File: config.mk
export PLATFORM = sky130hd
export DESIGN_NAME = iaot_front
export DESIGN_NICKNAME = d
export VERILOG_FILES = /design/src/rtl/iaot_pkg.sv /design/src/rtl/iaot_front.sv
export SDC_FILE = /design/constraint.sdc
export NUM_CORES = 1
export LEC_CHECK = 0
export BUFFER_PORTS_ARGS = -buffer_cell sky130_fd_sc_hd__buf_2
export CORE_MARGIN = 3
export CORE_UTILIZATION = 30
export DETAILED_ROUTE_END_ITERATION = 16
export PLACE_DENSITY = 0.61
export REMOVE_ABC_BUFFERS = 1
export SLEW_MARGIN = 30
export SYNTH_ARGS = -nofsm -noshare
export SYNTH_HDL_FRONTEND = slang
export SYNTH_SLANG_ARGS = --single-unit
export TNS_END_PERCENT = 1
File: constraint.sdc
create_clock -name aclk -period 3.5 [get_ports aclk]
set_input_delay 0.35 -clock aclk [delete_from_list [all_inputs] [get_ports aclk]]
set_output_delay 0.35 -clock aclk [all_outputs]
set_load 0.1 [all_outputs]
File: src/rtl/iaot_pkg.sv
// ----------------------------------------------------------------------------
// iaot_pkg
// Shared types and constants of the indel offset accounting table.
// ----------------------------------------------------------------------------
package iaot_pkg;

    localparam int POS_W   = 32;
    localparam int CHG_W   = 32;
    localparam int OUT_W   = 40;
    localparam int ST_W    = 2;
    localparam int S_DATA_W = 64;
    localparam int M_DATA_W = 88;

    typedef enum logic [ST_W-1:0] {
        STATUS_OK   = 2'd0,
        STATUS_DUP  = 2'd1,
        STATUS_FULL = 2'd2
    } status_t;

    // One queued transaction, already classified.
    typedef struct packed {
        logic [POS_W-1:0]        position;
        logic signed [CHG_W-1:0] length_change;
        logic                    is_write;
    } item_t;

    typedef enum logic [1:0] {
        ST_IDLE,
        ST_SCAN,
        ST_FINISH
    } back_state_t;

endpackage

File: src/rtl/iaot_front.sv
// ----------------------------------------------------------------------------
// iaot_front
// Input side: accepts transactions, tags query versus write, and holds
// them in a two-entry queue for the back end.
// ----------------------------------------------------------------------------
module iaot_front (
    input  logic                           aclk,
    input  logic                           aresetn,
    input  logic                           s_tvalid,
    output logic                           s_tready,
    input  logic [iaot_pkg::S_DATA_W-1:0]  s_tdata,
    output logic                           q_valid,
    output iaot_pkg::item_t                q_item,
    input  logic                           q_pop
);
    import iaot_pkg::*;

    item_t       mem_reg [2];
    logic        wr_ptr_reg, wr_ptr_next;
    logic        rd_ptr_reg, rd_ptr_next;
    logic [1:0]  cnt_reg, cnt_next;
    logic        push;
    item_t       in_item;

    assign s_tready = (cnt_reg != 2'd2);
    assign push     = s_tvalid && s_tready;
    assign q_valid  = (cnt_reg != 2'd0);
    assign q_item   = mem_reg[rd_ptr_reg];

    always_comb begin
        in_item.position      = s_tdata[POS_W-1:0];
        in_item.length_change = s_tdata[POS_W +: CHG_W];
        in_item.is_write      = (s_tdata[POS_W +: CHG_W] != '0);
    end

    always_comb begin
        wr_ptr_next = push ? ~wr_ptr_reg : wr_ptr_reg;
        rd_ptr_next = q_pop ? ~rd_ptr_reg : rd_ptr_reg;
        cnt_next    = cnt_reg + {1'b0, push} - {1'b0, q_pop};
    end

    always_ff @(posedge aclk) begin
        if (!aresetn) begin
            wr_ptr_reg <= 1'b0;
            rd_ptr_reg <= 1'b0;
            cnt_reg    <= 2'd0;
        end else begin
            wr_ptr_reg <= wr_ptr_next;
            rd_ptr_reg <= rd_ptr_next;
            cnt_reg    <= cnt_next;
        end
    end

    always_ff @(posedge aclk) begin
        if (push) begin
            mem_reg[wr_ptr_reg] <= in_item;
        end
    end

endmodule

==> results.cfg <==
[outcome]
status = completed

[global_route]
grt_max_degree = 66
antenna_found_initial = 1
grt_overflow = 0
grt_util_all_layers_pct = 10.9
grt_pass1_wl_um = 15100
grt_pass1_vias = 2922

[detailed_routing]
routedWlPerCell_um = 15.7
dr.pass1.iters = 4
remaining_drc_errors = 0
ant_nets = 0
drt_iter0_drc = 106
drt-vias-per-instance = 4.35
route.final.wire_length_um = 9690
vias = 2688

[finish]
fin_nets = 458
final_area_um2 = 6480
drive_gt1_share_pct = 57.7
syn_to_final_growth_pct = 28.7
fin_util_pct = 40.1
antennaDiodeCount = 0
largest_register_ffs = 130
fillers = 1532
stdcell_count = 618

[synthesis]
synth_cells = 241
synth_edf_count = 130
synth_area_um2 = 5040
synth_ff_type = edfxtp_1
ys_top_cells_by_area = edfxtp_1 (77%), mux2_2 (15%), dfxtp_1 (2.0%)
synth_area_leader_cell = edfxtp_1
yosysSeqAreaShare_pct = 79.4
synth.distinct_cells = 26
syn_area_per_cell_um2 = 20.9
netlist.area_leader.share_pct = 77.5
async_flop_share_pct = 0
ys_ff_latch = 135
ys.warnings.count = 0

[setup_path]
r2r-start = cnt_reg[0]
rr_worst_depth = 4
critPathCaptureType = output pin
path_max_fanout = 65
cp.arrival_ns = 2.10
cp-start-kind = flip-flop
rrSetupSlack_ns = 1.49
critical_path_class = flip-flop to output pin
crit_required_ns = 3.15
r2r_end = mem_reg[0][37]

[clock_network]
cts_made_buffers = 17
clkTransAtPathRegs_ns = 0.06
holdBufCountCts = 0
clk_latency_ns = 0.41
clock-sinks = 135
cts_resized = 0
clockBufferDepth = 2
cts_tree = built
post-cts-setup-buffers = 0
root_buffer = clkbuf_16
ctsHtreeMaxLevel = 4

[sta]
finalSetupTns_ns = 0
finClkSkew_ns = 0.00818
finalSetupViolations = 0
max_slew.worst_pin.slew_ns = 0.881
final_max_slew_viol_count = 0
rsz0062_at_grt = no
period_minus_slack_ns = 2.45
post-route-period-util_pct = 70.0
fmax_mhz = 408
slew-limit-headroom_pct = 41.2
hold_violations = 0

[die]
coreArea_um2 = 16200
die_x_um = 136
die_area_um2 = 18400
initial_core_util_pct = 31.2
die-height_um = 136
ioPinCount = 135
rows = 46

[power]
leakagePower_uw = 0.00237
ir_worst_vdd_mv = 0.305
p_per_area_nw_per_um2 = 735

[placement]
hpwl_um = 6190
gp_congestion = 0.694
placed_area_um2 = 5940
dpl.cell_count = 585
port_buffers = 134

[hold_path]
whs_path_depth = 1
hp-class = primary input to flip-flop
hold_end = mem_reg[0][47]
hold_start = s_tdata[14]

[run]
cap_violations = 0
-- kinds of logic (layout without fill, tap and decap cells) --
family / Yosys count / after routing / synth area share (%)
compound gates: 5 / 5 / 0.894
xor+xnor: 2 / 2 / 0.348
fa+ha+maj: 1 / 1 / 0.248
buf+inv: 9 / 170 / 1.51
flops: 135 / 135 / 79.4
mux: 66 / 66 / 14.7
simple gates: 23 / 23 / 2.83
-- report_power, final --
part | total (uW) | leakage, uW | internal [uW] | switching (uW)
Combinational | 1190 | 0.000869 | 220 | 969
Clock | 1590 | 0.000251 | 961 | 624
Sequential | 1990 | 0.00125 | 1930 | 59.6
-- through the flow --
step	total power, uW	setup WS, ns	hold slack [ns]
floorplan	3020	0.144	0.449
global placement	3220	1.41	0.538
detailed placement	3230	1.41	0.542
CTS	4830	0.957	0.0989
global route	4950	0.905	0.101
finish	4770	1.05	0.128
-- critical path, cell delays in order, from the launching register on --
cell,delay [ns]
dfxtp_4,0.92
mux2_2,0.31
buf_2,0.43
-- synth_stat cells (2+ instances only) --
cell        n
nand3b_1    2
buf_6       5
nand4_1     2
inv_1       2
edfxtp_1  130
or2_2       2
dfxtp_1     5
mux2_2     65
nor4_1      8
and2_1      3
nand2_1     2
-- layer usage --
metal | wire (um) | vias to the layer above | track usage (%)
met1 | 4040 | 1321 | 12.6
met3 | 640 | 16 | 4.27
met5 | 20 | - | 0
li1 | - | 1263 | -
met4 | 165 | 2 | 5.32
met2 | 4820 | 86 | 17.8
-- layout make-up --
| class | instances | area, um2 | area share [%] |
|---|---|---|---|
| multi-input cells | 97 | 965 | 14.9 |
| clock inverters | 11 | 83.8 | 1.29 |
| flip-flops and latches | 135 | 4010 | 61.8 |
| repair buffers | 136 | 711 | 11.0 |
| well taps | 216 | 270 | 4.17 |
| clock buffers | 21 | 440 | 6.79 |
| inverters | 2 | 7.51 | 0.116 |
-- worst max-delay path by stage --
| stage | from | endpoint | slack (ns) | cells after the start |
|---|---|---|---|---|
| after floorplan | cnt_reg[0] | mem_reg[1][0] | 0.14 | 2 |
| after global placement | flip-flop | q_item[2] | 1.41 | 2 |
| after detailed placement | flip-flop | q_item[2] | 1.41 | 2 |
| after CTS | flip-flop | q_item[2] | 0.96 | 2 |
| after global routing | flip-flop | q_item[0] | 0.91 | 2 |
| final | flip-flop | q_item[2] | 1.05 | 2 |
-- cell usage in the layout (no fill, tap or decap) --
cell type / instances
mux2i_1: 1
nand2b_1: 1
clkinvlp_4: 2
ha_1: 1
a211oi_1: 1
mux2_2: 65
clkinv_2: 3
clkinv_1: 4
nor4b_1: 1
dfxtp_1: 4
xor2_1: 1
a21boi_1: 1
edfxtp_1: 130
or2_2: 2
buf_12: 2
inv_2: 1
and2_1: 3
buf_2: 134
inv_1: 1
xnor2_1: 1
dfxtp_4: 1
clkbuf_16: 17
nand3b_1: 2
clkinv_4: 1
nand2_1: 2
nand4_1: 2
a21boi_2: 1
and3_4: 1
clkbuf_1: 4
nor4_1: 8
bufinv_16: 1
a211o_1: 1
a21bo_2: 1
nand3_1: 1
Power figures use the tool's default switching activity.
